[src/sv/nbc_pkg.sv]
package nbc_pkg;

  localparam int MAX_CLASSES_DEF = 16;
  localparam int COUNT_BITS_DEF  = 32;
  localparam int CHROMA_BINS     = 256;
  localparam int CHROMA_W        = 8;
  localparam int LUMA_W          = 8;
  localparam int LABEL_W         = 4;
  localparam int NCLS_W          = 5;
  localparam int KIND_W          = 2;
  localparam int CFG_IDX_W       = 2;
  localparam int CFG_DATA_W      = 8;

  localparam logic [CFG_IDX_W-1:0] CFG_Y_UPPER     = 2'd0;
  localparam logic [CFG_IDX_W-1:0] CFG_Y_LOWER     = 2'd1;
  localparam logic [CFG_IDX_W-1:0] CFG_CLASS_COUNT = 2'd2;

  typedef enum logic [KIND_W-1:0] {
    KIND_CLEAR = 2'd0,
    KIND_TRAIN = 2'd1,
    KIND_QUERY = 2'd2,
    KIND_NONE  = 2'd3
  } kind_t;

  typedef enum logic [1:0] {
    OP_NOP   = 2'd0,
    OP_CLEAR = 2'd1,
    OP_TRAIN = 2'd2,
    OP_QUERY = 2'd3
  } op_t;

  typedef struct packed {
    op_t                 op;
    logic [LABEL_W-1:0]  label;
    logic [CHROMA_W-1:0] u;
    logic [CHROMA_W-1:0] v;
    logic [NCLS_W-1:0]   ncls;
    logic                counted;
    logic                label_error;
  } cmd_t;

endpackage

[src/sv/nbc_front.sv]
module nbc_front #(
  parameter int MAX_CLASSES = nbc_pkg::MAX_CLASSES_DEF
) (
  input  logic                           clk,
  input  logic                           rst_n,
  input  logic                           in_valid,
  output logic                           in_stall,
  input  logic [nbc_pkg::KIND_W-1:0]     in_kind,
  input  logic [nbc_pkg::LUMA_W-1:0]     in_y_value,
  input  logic [nbc_pkg::CHROMA_W-1:0]   in_u_value,
  input  logic [nbc_pkg::CHROMA_W-1:0]   in_v_value,
  input  logic [nbc_pkg::LABEL_W-1:0]    in_class_label,
  input  logic                           cfg_we,
  input  logic [nbc_pkg::CFG_IDX_W-1:0]  cfg_index,
  input  logic [nbc_pkg::CFG_DATA_W-1:0] cfg_data,
  input  logic                           init_busy,
  output nbc_pkg::cmd_t                  cmd,
  output logic                           cmd_valid,
  input  logic                           cmd_pop
);
  import nbc_pkg::*;

  logic [LUMA_W-1:0] y_upper_r, y_lower_r;
  logic [NCLS_W-1:0] class_count_r;
  logic [NCLS_W-1:0] ncls;
  logic              lab_err, in_win, push;
  cmd_t              new_cmd;
  cmd_t              q_r [2];
  logic              wp_r, rp_r;
  logic [1:0]        cnt_r, cnt_nxt;

  always_ff @(posedge clk) begin
    if (!rst_n) begin
      y_upper_r     <= LUMA_W'(255);
      y_lower_r     <= '0;
      class_count_r <= NCLS_W'(16);
    end else if (cfg_we) begin
      unique case (cfg_index)
        CFG_Y_UPPER:     y_upper_r <= cfg_data;
        CFG_Y_LOWER:     y_lower_r <= cfg_data;
        CFG_CLASS_COUNT: class_count_r <= cfg_data[NCLS_W-1:0];
        default: ;
      endcase
    end
  end

  assign ncls    = (int'(class_count_r) > MAX_CLASSES) ? NCLS_W'(MAX_CLASSES) : class_count_r;
  assign lab_err = {1'b0, in_class_label} >= ncls;
  assign in_win  = (in_y_value >= y_lower_r) && (in_y_value <= y_upper_r);

  always_comb begin
    new_cmd             = '0;
    new_cmd.label       = in_class_label;
    new_cmd.u           = in_u_value;
    new_cmd.v           = in_v_value;
    new_cmd.ncls        = ncls;
    unique case (kind_t'(in_kind))
      KIND_CLEAR: new_cmd.op = OP_CLEAR;
      KIND_TRAIN: begin
        new_cmd.op          = OP_TRAIN;
        new_cmd.label_error = lab_err;
        new_cmd.counted     = !lab_err && in_win;
      end
      KIND_QUERY: new_cmd.op = OP_QUERY;
      default:    new_cmd.op = OP_NOP;
    endcase
  end

  assign in_stall  = (cnt_r == 2'd2) || init_busy;
  assign push      = in_valid && !in_stall;
  assign cmd       = q_r[rp_r];
  assign cmd_valid = cnt_r != 2'd0;
  assign cnt_nxt   = cnt_r + {1'b0, push} - {1'b0, cmd_pop};

  always_ff @(posedge clk) begin
    if (push) begin
      q_r[wp_r] <= new_cmd;
    end
  end

  always_ff @(posedge clk) begin
    if (!rst_n) begin
      wp_r  <= 1'b0;
      rp_r  <= 1'b0;
      cnt_r <= '0;
    end else begin
      if (push) begin
        wp_r <= !wp_r;
      end
      if (cmd_pop) begin
        rp_r <= !rp_r;
      end
      cnt_r <= cnt_nxt;
    end
  end

endmodule

[config.mk]
export PLATFORM = sky130hd
export DESIGN_NAME = nbc_front
export DESIGN_NICKNAME = d
export VERILOG_FILES = /design/src/sv/nbc_pkg.sv /design/src/sv/nbc_front.sv
export SDC_FILE = /design/constraint.sdc
export NUM_CORES = 1
export LEC_CHECK = 0
export BUFFER_PORTS_ARGS = -buffer_cell sky130_fd_sc_hd__clkbuf_2
export CAP_MARGIN = 40
export CORE_AREA = 2 2 86 88
export DETAILED_ROUTE_END_ITERATION = 8
export DIE_AREA = 0 0 88 90
export PLACE_DENSITY = 0.83
export SLEW_MARGIN = 20
export SYNTH_ARGS = -nofsm -noshare
export SYNTH_HDL_FRONTEND = slang
export SYNTH_SLANG_ARGS = --single-unit
[constraint.sdc]
create_clock -name clk -period 3.1 [get_ports clk]
set_input_delay 0.31 -clock clk [delete_from_list [all_inputs] [get_ports clk]]
set_output_delay 0.31 -clock clk [all_outputs]
set_load 0.005 [all_outputs]
== Word level (Yosys, flattened, before mapping) ==
Memory sizes are Yosys's and may differ from the RTL's. A register that Yosys moved wholly into a read port is not among the register bits.
Cells that the tools add are included.
Storage, ports and cells
  memories kept: 1
  bits in latches: 0
  bits of input ports: 46
  bits in writable memories: 58
  register bits: 25
  memory bits (read-only): 0
Memories
  q_r: words 2, bits a word 29, read ports 1, clocked after Yosys merged registers in 1, wr ports 1, line nbc_front.sv:28  | cmd_t q_r [2];
Cells by class
  $add $sub $neg: 2
  multiply operators: 0
  $lt $le $gt $ge: 4
  reductions and logical operators: 14
  bitwise gates (word level): 0
  equal/unequal tests: 5
  mux-type cells: 7
  div/mod/pow operators: 0
  shift-type cells: 0
Operator list (number)
  greater-or-equal comparator 8 bit: 1
  less-or-equal comparator 8 bit: 1
  equality test 2 bit, second input constant: 3
  case mux 2 bit (3 select lines): 1
  AND reduction 2 bit: 3
  greater-or-equal comparator 4 x 5 -> 1 bit: 1
  greater-than comparator 5 bit, second input constant: 1
  two-way mux 5 bit: 1
  equality test 2 x 1 -> 1 bit, second input constant: 2
  zero test 1 bit: 4
  zero test 2 bit: 2
  two-way mux 1 bit: 4
  logical AND 1 bit: 3
  adder 2 x 1 -> 2 bit: 1
  two-way mux 2 bit: 1
  nonzero test 2 bit: 1
  subtractor 2 x 1 -> 2 bit: 1
  logical OR 1 bit: 1

== Logic depth before layout (Yosys ltp) ==
Gate-level depths: netlist of run 1.
  word-level depth: 6
  gate-level depth with buffers: 8
  gate-level depth less buffers: 8

== Worst setup path before layout of run 1 ==
Ideal clock, no wire load.
  path kind: reg-to-reg
  start point: register cnt_r[0]
  end point: memory q_r[0][0] (netlist bit) (enable)
  data required time: 2685 ps
  clock period less this slack: 2312 ps
  path slack: 788 ps
  buffers on the path: 0
  cell stages (with the launch flop): 5
  library setup time: 415 ps
  arrival time: 1897 ps
  cells stage by stage: dfxtp_1 inv_1 a21oi_1 nand2_1 nor2_1
Between the ends
  cells in the longest elaborated chain, start to end: 6
Ends and longest elaborated chain
  from (decl): line nbc_front.sv:30  | logic [1:0] cnt_r, cnt_nxt;
  from (signal assigned): line nbc_front.sv:93  | cnt_r <= cnt_nxt;
  equality test 2 bit: line nbc_front.sv:69  | assign in_stall = (cnt_r == 2'd2) || init_busy;
  logical OR 1 bit: line nbc_front.sv:69
  zero test 1 bit: line nbc_front.sv:70  | assign push = in_valid && !in_stall;
  logical AND 1 bit: line nbc_front.sv:70
  two-way mux 1 bit: line nbc_front.sv:76  | if (push) begin
  two-way mux 1 bit (implied by the code): line nbc_front.sv:77  | q_r[wp_r] <= new_cmd;
  to (decl): line nbc_front.sv:28
No other way between the ends.

==> results of run 1 <==
[registers in the layout, summed over array words and instances, names as in the netlist, named ones only]
register	count
q_r	58
class_count_r	5
y_upper_r	8
rp_r	1
wp_r	1
y_lower_r	8
cnt_r	2
[final timing paths]
path | end
setup reg to reg | q_r[0][1]
setup / recovery | q_r[0][1]
hold reg to reg | y_upper_r[0]
hold / removal | q_r[0][20]
[power by group through the flow]
stage                     sequential, uW  combinational, uW  clock [uW]
after floorplan                     1310                189           0
after CTS                           1290                318         786
after detailed placement            1320                315           0
after global placement              1310                306           0
after global routing                1300                349         834
final                               1290                311         766
[per-stage QoR]
step                      total power (uW)  instance area (um^2)
after detailed placement              1630                  4180
after global routing                  2480                  4380
after floorplan                       1500                  3680
final                                 2370                  4380
after CTS                             2390                  4380
after global placement                1620                  4180
[cells in the final DEF (no fill, tap or decap), types with 2 or more instances in the layout]
| cell | synthesis | layout |
|---|---|---|
| sky130_fd_sc_hd__nand3b_1 | 2 | 2 |
| sky130_fd_sc_hd__edfxtp_1 | 58 | 58 |
| sky130_fd_sc_hd__inv_6 | 0 | 2 |
| sky130_fd_sc_hd__nand2_1 | 14 | 14 |
| sky130_fd_sc_hd__nand4_1 | 2 | 2 |
| sky130_fd_sc_hd__mux2_2 | 29 | 29 |
| sky130_fd_sc_hd__ha_1 | 26 | 26 |
| sky130_fd_sc_hd__o211ai_1 | 7 | 7 |
| sky130_fd_sc_hd__clkbuf_8 | 0 | 9 |
| sky130_fd_sc_hd__mux2i_1 | 14 | 14 |
| sky130_fd_sc_hd__inv_1 | 26 | 26 |
| sky130_fd_sc_hd__nor2_1 | 4 | 3 |
| sky130_fd_sc_hd__o21ai_0 | 4 | 4 |
| sky130_fd_sc_hd__xnor2_1 | 3 | 3 |
| sky130_fd_sc_hd__dfxtp_1 | 26 | 26 |
| sky130_fd_sc_hd__a21oi_1 | 6 | 6 |
| sky130_fd_sc_hd__nor2b_1 | 13 | 13 |
| sky130_fd_sc_hd__clkbuf_2 | 0 | 76 |
| sky130_fd_sc_hd__and2_1 | 6 | 6 |
| sky130_fd_sc_hd__clkinvlp_4 | 0 | 3 |
| sky130_fd_sc_hd__buf_4 | 0 | 4 |
| sky130_fd_sc_hd__nand2b_1 | 5 | 5 |
[per-layer routing]
layer	track usage (%)	wire [um]
met2	26.7	3030
met3	4.68	353
met1	20.2	2780
met5	0	0
met4	6.28	77
[layout make-up]
cell class / instances / area [um^2] / share of cell area (%)
sequential: 84 / 2260 / 51.6
tap: 99 / 124 / 2.83
timing repair buffer: 80 / 410 / 9.37
inverter: 26 / 97.6 / 2.23
multi-input combinational: 149 / 1290 / 29.4
clock buffer: 9 / 124 / 2.83
clock inverter: 7 / 73.8 / 1.69
[kinds of logic after synthesis]
group,Yosys count,share of synthesized area (%)
adders and majority gates,26,8.83
xor gates and xnor gates,4,0.952
muxes,43,12.7
AOI/OAI and AO/OA,22,3.98
and+or+nand+nor,54,8.49
DFF,84,61.4
buffers and inverters,34,3.64
==> results by stage, run 1 <==
GRT:
- The overall global routing resource usage is 16.3%.
- The global-route wire length before repair is 9910 um.
- The via count of the first global-routing pass was 2239.
- Entering global routing, the biggest net connects 30 pins.
- The global-route congestion overflow total is 0.
- The number of antenna violations at the first check in global routing was 0.

Die:
- The floorplan step set the die width to 88 um.
- The number of I/O pins is 77.
- The floorplan step set the die height to 90 um.
- After floorplanning, the core was sized to cover 7020 um^2.
- The initial core utilization is 52.5%.
- The die outline area is 7920 um^2.
- The initialized floorplan defines 31 standard-cell rows.

Setup path:
- Grouping stages by cell kind, the critical path spends the most delay in simple AND/OR/NAND/NOR gates.
- Among all stages on the critical path, the largest delay is contributed by sky130_fd_sc_hd__dfxtp_1.
- Counting both buffers and inverters, the worst setup path holds a total of 0.
- The critical path goes through nor2b_1, ha_1, nand2b_1, a21o_1, a211oi_2, nor3_1, nor4_2.
- The top fanout value on the critical path is 8.
- The number of logic stages on the critical path including buffering is 7.
- The kind of end point of the critical path is a flip-flop.
- The setup slack on the worst flop-to-flop path is 1.17 ns.
- In this run the worst setup path begins at class_count_r[4].
- The largest stage delay on the critical path is 0.37 ns.
- The worst setup path is launched from a flip-flop.
- The data required time at the worst endpoint is 3.26 ns.
- The worst reg2reg path depth is 7.
- Data on the critical path arrives at its endpoint at 2.09 ns.
- The classification of the worst setup path is reg2reg.
- The launching point of the worst reg2reg path is class_count_r[4].

Final layout:
- In the final layout, the share of cells above drive strength 1 is 36.9%.
- The final standard cell count with taps included and fillers excluded is 454.
- The final antenna diode count is 0.
- The number of inserted filler cells in the final layout is 548.
- At the end of the flow, the number of nets in the layout was 422.
- The post-layout utilization of the core is 62.4%.
- From synthesis to final layout, the design area changed by 19.0%.

Drt:
- Dividing the detail-routed wire length by the instance count gives 13.8 um.
- The first detailed-routing pass ran for 4 iterations.
- Using the TritonRoute via totals, the vias-per-cell ratio works out to 4.91.
- For this block, the initial DRC count from the detailed router was 81.
- The sum of routed wire length over all layers is 6250 um.
- The detail route stage leaves a number of antenna-violating nets equal to 0.
- The total via count after detailed routing is 2231.
- In the routed design, unresolved DRC markers number 0.

Placement:
- Timing analysis after detailed placement gives a worst setup slack of 1.16 ns.
- The number of buffers inserted by port buffering is 76.
- Once detailed placement completed, the half-perimeter wirelength came to 4500 um.
- Routability-driven placement finished with a final weighted congestion of 0.868.
- Including well taps, the total number of placed cells is 438.

Synthesis:
- The average size of a mapped cell is 13.8 um^2.
- The area share of the largest cell type after synthesis is 47.3%.
- The synthesized design contains 84 register bits.
- The commonest cells after synthesis are 58 x sky130_fd_sc_hd__edfxtp_1, 29 x sky130_fd_sc_hd__mux2_2, 26 x sky130_fd_sc_hd__dfxtp_1, 26 x sky130_fd_sc_hd__ha_1, 26 x sky130_fd_sc_hd__inv_1.
- Yosys printed 0 warnings.
- The mapped netlist covers 3680 um^2.
- The count of flip-flops with a built-in enable after synthesis is 58.
- In the post-synthesis netlist, the cell with the most instances is sky130_fd_sc_hd__edfxtp_1.
- Sequential elements use 61.4% of the synthesized area.
- The most used flip-flop cell after synthesis is sky130_fd_sc_hd__edfxtp_1.
- When the netlist entered floorplanning its net count stood at 339.
- Yosys attributes the largest share of cell area to sky130_fd_sc_hd__edfxtp_1 47%, sky130_fd_sc_hd__dfxtp_1 14%, sky130_fd_sc_hd__mux2_2 8.9%.
- Synthesis produced 267 cells.
- The synthesized design spends more area on one cell type than any other, namely sky130_fd_sc_hd__edfxtp_1.
- The unique cell type count in the Yosys netlist is 33.
- In the synthesized netlist the async set-or-reset flop fraction comes to 0%.

CTS:
- The number of buffers created by CTS is 9.
- Once the clock tree was built, the setup fixing pass inserted 0 buffers.
- The maximum clock insertion buffer count is 2.
- The clock input transition at the sequential cells of the worst setup and hold paths is 0.08 ns.
- The source-to-sink clock delay at the later pin of the worst-skew pair is 0.34 ns.
- The H-tree was split into 3 levels.
- The post-cts hold buffer count is 0.
- The tree is rooted in a sky130_fd_sc_hd__clkbuf_8.
- The TritonCTS clock tree is done.
- For this design, the sink count on the clock tree is 84.
- The count of cells resized by post-cts repair is 0.

Worst hold path:
- Counting instances, the worst hold path has a depth of 1.
- In this run the most critical hold path is launched from in_u_value[5].
- The worst hold path class is in2reg.

Power:
- The worst-case IR drop observed on VDD is 0.211 mV.
- Registers are responsible for 54.5% of the overall power.
- The switching power summed over all nets is 566 uW.
- The share of power burned in combinational logic is 13.2%.
- Net switching is 23.9% of the power.
- For this design the static power due to leakage is 0.00187 uW.
- Per report_power, the clock group accounts for 32.4% of the total.
- In this run the power density over the cells is 540 nW/um^2.
- The internal power is 1800 uW.

STA:
- For the pin with the worst max-slew slack, the measured transition is 0.587 ns.
- The number of hold violations in the final report came to 0.
- The count of pins over their slew limit is 0.
- The final critical path takes up 62.3% of the cycle.
- The minimum period implied by the final worst setup slack is 1.93 ns.
- Derived from the worst setup path, the maximum achievable clock frequency is 518 MHz.
- The sum of negative setup slack is 0 ns.
- After layout, the worst setup slack is 1.17 ns.
- The worst slew slack as a fraction of its limit is 60.7%.
- On the final layout, the worst hold slack is 0.153 ns.
- The number of setup violations in the final report is 0.
- For the final database, setup skew stands at 0.00677 ns.
- Setup repair after global routing left no endpoint under its margin.

Flow run:
- The max-capacitance violation count is 0.

Outcome:
- The run finished with clean final reports.
No activity file was read; power rests on OpenSTA's default activity.
==> inputs of run 2 (changes only) <==
==> constraint.sdc (replaced) <==
create_clock -name clk -period 2 [get_ports clk]
set_input_delay 0.2 -clock clk [delete_from_list [all_inputs] [get_ports clk]]
set_output_delay 0.2 -clock clk [all_outputs]
set_load 0.005 [all_outputs]
==> run 2 against run 1 <==
  * Clock power grew 74%
  * Cell count is the same
  * Worst setup slack lost 1.0 ns
  * Die area is the same
  * Non-clock buffer count is the same
  * Final area grew 0.91%
  * Global-route usage grew 0.13 points
  * Fmax grew 4.0%
  * Worst hold slack lost 0.13 ns
  * Register-to-register slack lost 1.0 ns
  * Sequential share of layout area shrank 0.44 points
  * Highest routed layer unchanged
==> results by stage, run 2 (synthesis results as in run 1) <==
Outcome:
- The flow ran to the end, and the final reports show no timing, DRC or antenna violations.

Final layout:
- The post-layout instance area is 4420 um^2 (+0.91%).
- The net total in the final layout is 422 (unchanged).
- The final antenna diode count is 0 (unchanged).
- The library cell used most frequently in the layout, excluding fill and tap cells, is sky130_fd_sc_hd__clkbuf_2.
- The area of combinational cells with multiple inputs is 1290 um^2 (+0.19%).
- The post-layout utilization of the core is 63.0% (+0.57 points).
- The number of inserted filler cells in the final layout is 552 (+0.73%).
- From synthesis to final layout, the design area changed by 20.0%.
- The top cell types in the final layout, fill and taps aside, are 76 x sky130_fd_sc_hd__clkbuf_2, 58 x sky130_fd_sc_hd__edfxtp_1, 29 x sky130_fd_sc_hd__mux2_2.
- The share of final-layout standard cells stronger than drive strength 1 is 37.5% (+0.56 points).
- The sequential cell area is 2260 um^2 (about the same).
- The register with the most flip-flops is q_r.
- In the final layout, the registers with the most flip-flops are q_r x58, y_lower_r x8, y_upper_r x8.
- The flip-flop count of the largest register, all copies and words added came to 58 (unchanged).

Setup path:
- The top fanout value on the critical path is 8 (unchanged).
- The kind of end point of the critical path is a flip-flop.
- The data required time at the worst endpoint is 2.16 ns (-1.10 ns).
- The signal arrival time at the worst endpoint is 2.02 ns (-0.07 ns).
- The launching element type of the critical path is a flip-flop.
- The classification of the worst setup path is reg2reg.

Die:
- The initial core utilization is 52.5% (unchanged).
- The die outline area is 7920 um^2 (unchanged).
- The width of the die came to 88 um (unchanged).
- The row count is 31 (unchanged).
- The y dimension of the die is 90 um (unchanged).
- The area of the core region is 7020 um^2 (unchanged).
- The number of I/O pins was 77 (unchanged).

Power:
- The total power density per cell area came to 863 nW/um^2 (+60%).
- The peak ir drop on the vdd network came to 0.478 mV (+130%).
- The leakage power total is 0.00189 uW (+1.1%).
- The overall power is 3810 uW (+61%).

CTS:
- The count of cells resized by post-cts repair was 0 (unchanged).
- The maximum clock insertion buffer count is 2 (unchanged).
- The post-cts hold buffer count is 0 (unchanged).
- The root buffer cell is sky130_fd_sc_hd__clkbuf_8.
- The H-tree level count is 3 (unchanged).
- The clock input transition at the sequential cells of the worst setup and hold paths was 0.09 ns (about the same).
- The number of buffers created by CTS was 9 (unchanged).
- The TritonCTS clock tree is done.
- The CTS sink count is 84 (unchanged).
- The source-to-sink clock delay at the later pin of the worst-skew pair was 0.36 ns (+0.02 ns).
- The buffers inserted during post-CTS setup optimization is 0 (unchanged).

Drt:
- The sum of routed wire length over all layers came to 6240 um (about the same).
- The remaining routing DRC violations is 0 (unchanged).
- The average detailed-routed wire length per instance is 13.7 um (about the same).
- The total via count after detailed routing is 2248 (+0.76%).
- The initial detailed-routing violation count is 98 (+21%).
- The length of the first detailed-routing pass in iterations is 4 (unchanged).
- The post-route antenna net violation count was 0 (unchanged).
- The detailed-route vias per instance is 4.95 (+0.76%).

STA:
- The number of hold violations in the final report was 0 (unchanged).
- The highest clock rate is 539 MHz (+4.0%).
- The worst slew slack as a fraction of its limit is 61.6% (+0.88 points).
- The number of setup violations in the final report is 0 (unchanged).
- The worst slack on hold paths is 0.0259 ns (-0.127 ns).
- The minimum period implied by the final worst setup slack is 1.86 ns (-0.0744 ns).
- The slew of the pin with the lowest slew margin is 0.574 ns (-0.0131 ns).
- The worst clock skew on the final layout is 0.00992 ns (+0.00315 ns).
- The count of pins over their slew limit came to 0 (unchanged).
- The final worst-path cycle share is 92.8% (+31 points).

Flow run:
- The max-capacitance violation count is 0 (unchanged).

Placement:
- The detailed-placement wirelength estimate was 4380 um (-2.6%).
- The number of buffers inserted by port buffering is 76 (unchanged).
- The weighted congestion reported at the end of routability-driven placement is 0.861 (-0.86%).
- The placed standard-cell area came to 4200 um^2 (+0.30%).

GRT:
- The global-route wire length before repair was 9930 um (+0.21%).
- The via count of the first global-routing pass is 2184 (-2.5%).
- The overall global routing resource usage was 16.4% (+0.13 points).
- The pin count of the biggest net entering global routing is 30 (unchanged).
- The global-route congestion overflow total is 0 (unchanged).
- The number of antenna violations at the first check in global routing is 0 (unchanged).

Worst hold path:
- The worst hold path class is in2reg.
-- run 2: path summary, 6_finish.rpt --
path                                  startpoint  cells after the start  slack, ns           end
worst max register to register  class_count_r[4]                      7       0.14     q_r[0][1]
worst min register to register      y_upper_r[0]                      2       0.48  y_upper_r[0]
worst max-delay path            class_count_r[4]                      7       0.14     q_r[0][1]
worst min-delay path               in_v_value[6]                      1       0.03    q_r[1][13]
-- run 2: critical path: stages (launching register included) --
cell	delay, ns
sky130_fd_sc_hd__dfxtp_2	0.36
sky130_fd_sc_hd__nor2b_2	0.15
sky130_fd_sc_hd__ha_1	0.24
sky130_fd_sc_hd__nand2b_1	0.14
sky130_fd_sc_hd__a21o_1	0.18
sky130_fd_sc_hd__a211oi_2	0.20
sky130_fd_sc_hd__nor3_1	0.09
sky130_fd_sc_hd__nor4_2	0.30
-- run 2: cell type report --
cell class / count / share of cell area, %
clock buffer: 9 / 2.80
clock inverter: 7 / 2.21
inverter: 26 / 2.21
multi-input combinational: 149 / 29.2
sequential: 84 / 51.2
tap: 99 / 2.80
timing repair buffer: 80 / 9.57
-- run 2: stage by stage --
stage          setup TNS, ns  worst slack (ns)  std cells
2_1_floorplan              0             0.162        267
3_3_place_gp               0             0.155        438
3_5_place_dp               0            0.0560        438
4_1_cts                    0            0.0188        454
5_1_grt             -0.00902          -0.00799        454
6_report                   0             0.144        454
-- run 2: layer usage --
| layer | track usage (%) | wire length (um) |
|---|---|---|
| met3 | 4.59 | 405 |
| met4 | 6.54 | 87 |
| met1 | 20.3 | 2720 |
| met5 | 0 | 0 |
| met2 | 26.9 | 3030 |
-- run 2: power breakdown --
group	leakage (uW)	switching [uW]	internal (uW)
clock	0.000108	617	710
sequential	0.000736	32.0	1970
combinational	0.00105	240	250
total	0.00189	888	2920
